## src/hdl/bps_pkg.sv

```systemverilog
`timescale 1ns / 1ps
// ----------------------------------------------------------------------------
// bps_pkg
// Shared types, codes and pattern tables for the beep pattern sequencer.
// ----------------------------------------------------------------------------
package bps_pkg;

  // operation codes carried in s_axis_tuser
  localparam logic OP_TICK  = 1'b0;
  localparam logic OP_START = 1'b1;

  localparam int TABLE_STEPS = 9;
  localparam int OFFSET_W    = 11;
  localparam int FREQ_W      = 16;
  localparam int TIME_W      = 32;

  // pattern order: happy, short single, long single, sad
  localparam logic [3:0] PAT_LEN [4] = '{4'd9, 4'd3, 4'd3, 4'd9};

  localparam logic [OFFSET_W-1:0] OFFSET_TAB [4][TABLE_STEPS] = '{
    '{11'd0, 11'd270, 11'd300, 11'd370, 11'd400, 11'd570, 11'd600, 11'd900, 11'd1200},
    '{11'd0, 11'd250, 11'd500, 11'd0, 11'd0, 11'd0, 11'd0, 11'd0, 11'd0},
    '{11'd0, 11'd750, 11'd1000, 11'd0, 11'd0, 11'd0, 11'd0, 11'd0, 11'd0},
    '{11'd0, 11'd100, 11'd200, 11'd300, 11'd400, 11'd500, 11'd600, 11'd1200, 11'd1500}
  };

  localparam logic [FREQ_W-1:0] FREQ_TAB [4][TABLE_STEPS] = '{
    '{16'd2000, 16'd0, 16'd2300, 16'd0, 16'd2600, 16'd0, 16'd2900, 16'd0, 16'd0},
    '{16'd2600, 16'd0, 16'd0, 16'd0, 16'd0, 16'd0, 16'd0, 16'd0, 16'd0},
    '{16'd2600, 16'd0, 16'd0, 16'd0, 16'd0, 16'd0, 16'd0, 16'd0, 16'd0},
    '{16'd2900, 16'd0, 16'd2600, 16'd0, 16'd2300, 16'd0, 16'd2000, 16'd0, 16'd0}
  };

  typedef enum logic [1:0] {
    S_IDLE,
    S_SCAN,
    S_FLUSH
  } state_t;

  // controller -> datapath
  typedef struct packed {
    logic start;  // latch start time and pattern, clear fired marks
    logic load;   // latch elapsed time, rewind step index
    logic step;   // evaluate current step and advance
    logic flush;  // move held result to output as last of run
  } bps_cmd_t;

  // datapath -> controller
  typedef struct packed {
    logic playing;
    logic hit;
    logic is_final;
    logic hold_valid;
    logic out_free;
  } bps_status_t;

  function automatic logic [OFFSET_W-1:0] step_offset(logic [1:0] pat, logic [3:0] idx);
    if (idx < 4'(TABLE_STEPS)) return OFFSET_TAB[pat][idx];
    return '0;
  endfunction

  function automatic logic [FREQ_W-1:0] step_freq(logic [1:0] pat, logic [3:0] idx);
    if (idx < 4'(TABLE_STEPS)) return FREQ_TAB[pat][idx];
    return '0;
  endfunction

endpackage

```

## src/hdl/bps_datapath.sv

```systemverilog
`timescale 1ns / 1ps
// ----------------------------------------------------------------------------
// bps_datapath
// Sequencer state, step evaluation, held result and output register.
// ----------------------------------------------------------------------------
module bps_datapath #(
  parameter int MAX_STEPS = 9
) (
  input  logic                        clk,
  input  logic                        rst,
  input  logic                        cfg_we,
  input  logic                        cfg_tone_mode,
  input  logic [1:0]                  pattern,
  input  logic [bps_pkg::TIME_W-1:0]  time_ms,
  input  bps_pkg::bps_cmd_t           cmd,
  output bps_pkg::bps_status_t        status,
  output logic                        out_valid,
  input  logic                        out_ready,
  output logic [bps_pkg::FREQ_W-1:0]  out_drive,
  output logic                        out_done,
  output logic                        out_last
);
  import bps_pkg::*;

  localparam int IW = $clog2(MAX_STEPS);

  logic                 tone_mode;
  logic                 playing;
  logic [TIME_W-1:0]    start_time;
  logic [1:0]           active_pattern;
  logic [MAX_STEPS-1:0] fired;
  logic [TIME_W-1:0]    elapsed;
  logic [IW-1:0]        idx;
  logic                 hold_valid;
  logic [FREQ_W-1:0]    hold_drive;
  logic                 hold_done;

  logic [4:0]           eff_len;
  logic [IW-1:0]        last_idx;
  logic [FREQ_W-1:0]    freq;
  logic [FREQ_W-1:0]    drive;
  logic                 hit;
  logic                 is_final;
  logic                 out_free;

  // pattern length clipped to the step capacity
  always_comb begin
    if (5'(PAT_LEN[active_pattern]) > 5'(MAX_STEPS)) eff_len = 5'(MAX_STEPS);
    else eff_len = 5'(PAT_LEN[active_pattern]);
  end

  assign last_idx = IW'(eff_len - 5'd1);
  assign freq     = step_freq(active_pattern, 4'(idx));
  assign drive    = tone_mode ? freq : {{(FREQ_W-1){1'b0}}, (freq != '0)};
  assign hit      = (elapsed > TIME_W'(step_offset(active_pattern, 4'(idx)))) && !fired[idx];
  assign is_final = (idx == last_idx);
  assign out_free = !out_valid || out_ready;

  assign status = '{playing: playing, hit: hit, is_final: is_final,
                    hold_valid: hold_valid, out_free: out_free};

  // control state
  always_ff @(posedge clk) begin
    if (rst) begin
      tone_mode      <= 1'b1;
      playing        <= 1'b0;
      start_time     <= '0;
      active_pattern <= '0;
      fired          <= '0;
      hold_valid     <= 1'b0;
      out_valid      <= 1'b0;
    end else begin
      if (cfg_we) tone_mode <= cfg_tone_mode;
      if (out_valid && out_ready) out_valid <= 1'b0;
      if (cmd.start) begin
        start_time     <= time_ms;
        playing        <= 1'b1;
        active_pattern <= pattern;
        fired          <= '0;
      end
      if (cmd.load) hold_valid <= 1'b0;
      if (cmd.step && hit) begin
        fired[idx] <= 1'b1;
        hold_valid <= 1'b1;
        if (hold_valid) out_valid <= 1'b1;
        if (is_final) playing <= 1'b0;
      end
      if (cmd.flush) begin
        out_valid  <= 1'b1;
        hold_valid <= 1'b0;
      end
    end
  end

  // payload
  always_ff @(posedge clk) begin
    if (cmd.load) begin
      elapsed <= time_ms - start_time;
      idx     <= '0;
    end
    if (cmd.step) begin
      idx <= idx + 1'b1;
      if (hit) begin
        hold_drive <= drive;
        hold_done  <= is_final;
        if (hold_valid) begin
          out_drive <= hold_drive;
          out_done  <= hold_done;
          out_last  <= 1'b0;
        end
      end
    end
    if (cmd.flush) begin
      out_drive <= hold_drive;
      out_done  <= hold_done;
      out_last  <= 1'b1;
    end
  end

endmodule

```

## src/hdl/bps_ctrl.sv

```systemverilog
`timescale 1ns / 1ps
// ----------------------------------------------------------------------------
// bps_ctrl
// Controller: accepts items, walks the steps of a tick, flushes the run.
// ----------------------------------------------------------------------------
module bps_ctrl (
  input  logic                 clk,
  input  logic                 rst,
  input  logic                 in_valid,
  input  logic                 in_op,
  output logic                 in_ready,
  input  bps_pkg::bps_status_t status,
  output bps_pkg::bps_cmd_t    cmd
);
  import bps_pkg::*;

  state_t state;
  state_t state_next;

  always_ff @(posedge clk) begin
    if (rst) state <= S_IDLE;
    else state <= state_next;
  end

  always_comb begin
    state_next = state;
    cmd        = '0;
    in_ready   = 1'b0;
    unique case (state)
      S_IDLE: begin
        in_ready = 1'b1;
        if (in_valid) begin
          if (in_op == OP_START) begin
            cmd.start = !status.playing;
          end else if (status.playing) begin
            cmd.load   = 1'b1;
            state_next = S_SCAN;
          end
        end
      end
      S_SCAN: begin
        // a new hit pushes the held result out, so it needs a free slot
        if (!(status.hit && status.hold_valid && !status.out_free)) begin
          cmd.step = 1'b1;
          if (status.is_final) state_next = S_FLUSH;
        end
      end
      S_FLUSH: begin
        if (!status.hold_valid) begin
          state_next = S_IDLE;
        end else if (status.out_free) begin
          cmd.flush  = 1'b1;
          state_next = S_IDLE;
        end
      end
      default: state_next = S_IDLE;
    endcase
  end

endmodule

```

## src/hdl/beep_pattern_sequencer.sv

```systemverilog
`timescale 1ns / 1ps
// ----------------------------------------------------------------------------
// beep_pattern_sequencer
// Buzzer tone sequencer playing one of four fixed beep patterns.
// ----------------------------------------------------------------------------
// A start transfer (tuser = 1) picks pattern tdata[1:0] and latches time
// tdata[33:2] as the start time; it is dropped while a pattern still plays.
// A tick transfer (tuser = 0) carries the current millisecond time. Every
// step not yet fired whose offset is strictly below the elapsed time fires
// in step order and produces one output transfer: drive value in tdata
// (frequency in Hz, or 0/1 pin level when tone_mode is 0), tuser set on the
// pattern's final step, tlast on the last transfer of that tick. A start or
// an idle tick is handled in IDLE alone; a tick while playing goes from IDLE
// through SCAN, which walks the pattern's steps in order, to FLUSH, and the
// step walker evaluates one table step per cycle; output backpressure stalls
// it only when a second result is ready before the first is taken.
// The last result sits in the output register, so the next input transfer
// can be taken while it waits. tone_mode is written on the cfg channel
// (always ready) and should only change while the block is idle.
// ----------------------------------------------------------------------------
module beep_pattern_sequencer #(
  parameter int MAX_STEPS = 9
) (
  input  logic        clk,
  input  logic        rst,
  // configuration: tone_mode
  input  logic        cfg_valid,
  output logic        cfg_ready,
  input  logic        cfg_data,
  // input items
  input  logic        s_axis_tvalid,
  output logic        s_axis_tready,
  input  logic [39:0] s_axis_tdata,   // [1:0] pattern, [33:2] time_ms, [39:34] zero
  input  logic        s_axis_tuser,   // [0] operation
  // result items
  output logic        m_axis_tvalid,
  input  logic        m_axis_tready,
  output logic [15:0] m_axis_tdata,   // [15:0] drive_value
  output logic        m_axis_tuser,   // [0] sequence_done
  output logic        m_axis_tlast    // last_of_run
);
  import bps_pkg::*;

  bps_cmd_t    cmd;
  bps_status_t status;

  assign cfg_ready = 1'b1;

  bps_ctrl u_ctrl (
    .clk      (clk),
    .rst      (rst),
    .in_valid (s_axis_tvalid),
    .in_op    (s_axis_tuser),
    .in_ready (s_axis_tready),
    .status   (status),
    .cmd      (cmd)
  );

  bps_datapath #(
    .MAX_STEPS (MAX_STEPS)
  ) u_datapath (
    .clk           (clk),
    .rst           (rst),
    .cfg_we        (cfg_valid && cfg_ready),
    .cfg_tone_mode (cfg_data),
    .pattern       (s_axis_tdata[1:0]),
    .time_ms       (s_axis_tdata[33:2]),
    .cmd           (cmd),
    .status        (status),
    .out_valid     (m_axis_tvalid),
    .out_ready     (m_axis_tready),
    .out_drive     (m_axis_tdata),
    .out_done      (m_axis_tuser),
    .out_last      (m_axis_tlast)
  );

endmodule

```

## config.mk

```make
export PLATFORM = sky130hd
export DESIGN_NAME = beep_pattern_sequencer
export DESIGN_NICKNAME = d
export VERILOG_FILES = /design/src/hdl/bps_pkg.sv /design/src/hdl/bps_datapath.sv /design/src/hdl/bps_ctrl.sv /design/src/hdl/beep_pattern_sequencer.sv
export SDC_FILE = /design/constraint.sdc
export NUM_CORES = 1
export LEC_CHECK = 0
export BUFFER_PORTS_ARGS = -buffer_cell sky130_fd_sc_hd__buf_4
export CAP_MARGIN = 10
export CORE_ASPECT_RATIO = 1.4
export CORE_MARGIN = 2
export CORE_UTILIZATION = 64
export CTS_CLUSTER_DIAMETER = 50
export CTS_CLUSTER_SIZE = 10
export DETAILED_ROUTE_END_ITERATION = 6
export PLACE_DENSITY_LB_ADDON = 0.08
export SETUP_SLACK_MARGIN = 0.5
export SYNTH_ARGS = -nofsm -noshare
export SYNTH_HDL_FRONTEND = slang
export SYNTH_HIERARCHICAL = 1
export SYNTH_SLANG_ARGS = --single-unit
```

## constraint.sdc

```tcl
create_clock -name clk -period 6.53 [get_ports clk]
set_input_delay 0.3265 -clock clk [delete_from_list [all_inputs] [get_ports clk]]
set_output_delay 0.3265 -clock clk [all_outputs]
set_load 0.01 [all_outputs]
```

* Word level (Yosys, flattened, before mapping)
Cells that the tools add are included.
Storage, ports and cells: register bits 120, input bits 47, logic and storage cells 128
Operators by class: add/subtract/negate cells 3, magnitude comparators 7, equal/unequal tests 9, muxes and demuxes 67, bitwise gates (word level) 3, reductions and logical operators 23
Operators by type and width (count):
- 144-bit binary-select mux with 2-bit select | 1
- 144-bit two-way mux | 2
- 99-bit binary-select mux with 2-bit select | 1
- 99-bit two-way mux | 2
- 16-bit two-way mux | 8
- 16-bit binary-select mux with 4-bit select | 1
- 11-bit binary-select mux with 4-bit select | 1
- 11-bit two-way mux | 4
- 32-bit by 11-bit greater-than comparator with 1-bit output | 1
- 32-bit subtractor | 1
- 9-bit two-way mux | 3
- 1-bit two-way mux | 26
- 4-bit two-way mux | 5
- 2-bit two-way mux | 9
- 16-bit nonzero test | 1
- 2-bit nonzero test | 5
- 9-bit bitwise OR | 1
- 4-bit binary-select mux with 2-bit select | 1
- 1-bit logical AND | 6
- 2-bit inequality test, second input constant | 3
- 2-bit case mux with 3 select lines | 1
- 3-bit AND reduction | 2
- 6-bit AND reduction | 1
- 5-bit >= comparator, second input constant | 1
- 21 further kinds | 25

* Longest topological paths before layout
depth after elaboration 18, depth in mapped cells 23, gate-level depth less buffers 20

* Modules after synthesis
Netlist, hierarchy kept.
Modules (own cells, without submodules):
- bps_datapath | times used 1, cells each 660, area each 6311.1 um^2, seq. area each 2642.5 um^2
- bps_ctrl | times used 1, cells each 17, area each 138.9 um^2, seq. area each 40.0 um^2
- beep_pattern_sequencer | times used 1, cells each 2, area each 11.3 um^2, seq. area each 0.0 um^2

* Least setup slack after synthesis
No wires, ideal clock.
path type register -> register, from reg u_datapath.idx[0], to reg u_datapath.out_done, enable pin, library setup time 0.313 ns, arrival time 3.920 ns, required time 6.217 ns, setup slack 2.297 ns, stages on the path, launching flop included 23, clock period less this slack 4.233 ns, path through edfxtp_1 -> buf_2 -> inv_1 -> nand2_1 -> o21ai_0 -> nor2_1 -> a2111oi_0 -> nor2_1 -> o21ai_0 -> o211ai_1 -> ha_1 -> nand4_1 -> a21oi_1 -> a211oi_1 -> o21ai_0 -> o31ai_1 -> a221oi_1 -> buf_4 -> nand3b_1 -> and3b_2 -> and2_1 -> nand2_1 -> nand2_1
RTL lines:
- start: declaration | line bps_datapath.sv:33 | logic [IW-1:0] idx;
- start signal: assignment | line bps_datapath.sv:102 | idx <= idx + 1'b1;
- end signal: assignment | line bps_datapath.sv:108 | out_done <= hold_done;
- end signal: assignment | line bps_datapath.sv:115 | out_done <= hold_done;
- end: declaration | line bps_datapath.sv:20 | output logic out_done,

==> impl_metrics.json <==
{
  "outcome": "completed",
  "crit_path_max_incr_delay_ns": 0.53,
  "crit_slowest_cell": "a2111oi_0",
  "cts_root_buf": "clkbuf_16",
  "switchingPower_uw": 431,
  "start_util": 0.656,
  "drc": 0,
  "grt_use_met2": 0.473,
  "syn_inst": 679,
  "htreeDepth": 3,
  "die_width_um": 88.9,
  "io_pins": 68,
  "rsz0062_at_grt": "false",
  "hp-class": "in2reg",
  "ys_async_sr_fraction": 0,
  "area_growth_pct": 12.1,
  "fillers": 764,
  "p_per_area_nw_per_um2": 225,
  "num_antenna_cells": 0,
  "final.setup.tns_ns": 0,
  "final_antenna_net_count": 0,
  "clk_pin_slew_ns": 0.07,
  "hpwlAfterDp_mm": 9.75,
  "required_ns": 6.55,
  "cts_tree": "done",
  "avgSynthCellArea_um2": 9.52,
  "totalPowerFinal_uw": 1630,
  "wirelength_mm": 13.4,
  "skew_ns": 0.00700,
  "rows": 43,
  "grt.total_usage": 0.257,
  "drv_slew": 0,
  "swShare": 0.264,
  "netlist.top_cell.by_area": "edfxtp_1",
  "start_kind": "flop",
  "grt-busiest-layer": "met2",
  "drt-pass1-iter-count": 5,
  "dieArea_um2": 10900,
  "drive_gt1_frac": 0.132,
  "p_comb_frac": 0.185,
  "hold_viol": 0,
  "core-area_um2": 9850,
  "dieHeight_um": 123,
  "fin_util": 0.736,
  "synthFlopType": "edfxtp_1",
  "port_buffers": 55,
  "grt_max_degree": 51,
  "grt-ovfl-total": 0,
  "max_cap_violations": 0,
  "crit_path_end_kind": "flop",
  "cts_hold_buf": 0,
  "path_max_fanout": 27,
  "tightest_slew_ns": 0.600,
  "setup_viol": 0,
  "seq_area_frac_synth": 0.415,
  "synthTopCellsByCount": "nor2_1, edfxtp_1, ha_1",
  "grt_pass1_wl_mm": 22.0,
  "synth.top_cell.area_share": 0.260,
  "cts_buffers": 9,
  "wl_per_cell_um": 15.6,
  "grt_use_met1": 0.294,
  "period_needed_ns": 5.06,
  "post-route-period-util": 0.775,
  "synth.distinct_cells": 68,
  "ys_warn_count": 6,
  "clock_path_buffers": 2,
  "power.leakage_uw": 0.00282,
  "fmax_mhz": 198,
  "synth_most_common_cell": "nor2_1",
  "vias": 5029,
  "synth-seq-cells": 106,
  "r2r_slack_ns": 1.47,
  "drt_iter0_drc": 310,
  "holdWs_ns": 0.177,
  "preCtsSetupSlack_ns": 1.57,
  "place.gp.congestion": 0.954,
  "viasPerCell": 5.87,
  "antenna_found_initial": 0,
  "setup_ws_ns": 1.47,
  "max_slew_margin": 0.600,
  "netlist_top_cells_area": "edfxtp_1, dfxtp_1, ha_1",
  "grt_pass1_vias": 4894,
  "finalNetCount": 817,
  "cp.arrival_ns": 5.08,
  "path_class": "reg2reg",
  "netlist_area_um2": 6460,
  "met3_usage": 0.0464,
  "p_clk_frac": 0.361,
  "synth_edf_count": 56,
  "vdd_ir_drop_max_mv": 0.169,
  "cts_setup_buffers": 0,
  "clock_latency_ns": 0.34,
  "postCtsResizedCells": 0,
  "path_cells": "buf_4 > inv_1 > nand2_1 > o21ai_0 > nor2_1 > a2111oi_0 > nor2_1 > o21ai_0 > o211ai_1 > ha_1 > nand4_1 > a21oi_1 > a211oi_1 > o21ai_0 > o31ai_1 > a221oi_1 > nand3b_1 > and3b_2 > and2_1 > nand2_1 > nand2_1",
  "seqPwrFrac": 0.454,
  "p_int_uw": 1200,
  "clkSinkCount": 106
}
## state kept, by name (all words and copies together), names as in the netlist, 2 cells and up
name,count
u_datapath/out_drive,9
u_datapath/active_pattern,2
u_datapath/hold_drive,9
u_datapath/start_time,32
u_datapath/fired,9
u_datapath/elapsed,32
u_ctrl/state,2
u_datapath/idx,4
## path summary, 6_finish.rpt
check | start | to | cells after the start
worst min-delay path | cfg_data | u_datapath/tone_mode | 2
worst min register to register | u_datapath/hold_drive[9] | u_datapath/out_drive[9] | 0
worst max register to register | u_datapath/idx[0] | u_datapath/out_drive[6] | 21
worst max-delay path | u_datapath/idx[0] | u_datapath/out_drive[6] | 21
## metal layers
metal  vias to the layer above  wire length [µm]
li1                       2485                 -
met1                      2401              5500
met2                       124              7190
met3                        19               517
met4                         0               207
met5                         -                 0
## area by class of cell
cell class / count / area (µm²) / area share
Multi-Input combinational cell: 486 / 3410 / 0.470
Sequential cell: 106 / 2680 / 0.370
Timing Repair Buffer: 62 / 465 / 0.0643
Clock buffer: 9 / 225 / 0.0311
Inverter: 52 / 195 / 0.0269
Tap cell: 135 / 169 / 0.0233
Clock inverter: 7 / 98.8 / 0.0136
## stage by stage
| stage | instances | cell area, µm² |
|---|---|---|
| finish | 857 | 7240 |
| floorplan | 683 | 6480 |
| detailed placement | 841 | 6920 |
| global route | 857 | 7240 |
| global placement | 841 | 6920 |
| CTS | 857 | 7240 |
## cells in the final DEF, fill, tap and decap left out, drive strengths merged, types with 4 or more instances in the layout
master,n
nand3,15
dfxtp,50
o21a,6
a32oi,9
nor2,75
xor2,15
a21boi,4
a31oi,11
clkbuf,9
buf,62
a211oi,4
nand4,6
nor3,13
xnor2,20
mux2i,36
o211ai,5
nand2b,11
a21o,14
clkinv,4
nand2,32
inv,53
ha,52
and2,8
o21ai,38
edfxtp,56
a21oi,44
nor2b,12
conb,6
nor4,4
and3,6
## power by group through the flow
stage / logic, µW / clock network [µW] / registers [µW]
floorplan: 225 / 0 / 753
global placement: 287 / 0 / 755
detailed placement: 296 / 0 / 756
CTS: 299 / 599 / 741
global route: 336 / 624 / 743
finish: 301 / 588 / 741
## worst max-delay path, delay by kind of cell, from the launching register on
family / cells / cell delay, ns
simple gates: 9 / 1.41
buf+inv: 2 / 0.49
compound gates: 9 / 2.15
flops: 1 / 0.36
fa+ha+maj: 1 / 0.32
## kinds of logic (layout without fill, tap and decap cells)
family / Yosys count / count (layout) / share of synthesized area
AND/OR/NAND/NOR: 198 / 198 / 0.150
AO/OA/AOI/OAI: 156 / 156 / 0.158
flip-flops: 106 / 106 / 0.415
buffers and inverters: 91 / 130 / 0.0614
adder cells (fa/ha/maj): 53 / 53 / 0.104
multiplexers: 38 / 38 / 0.0627
XOR/XNOR: 35 / 35 / 0.0474
other: 2 / 6 / 0.00116
Power figures use the tool's default switching activity.
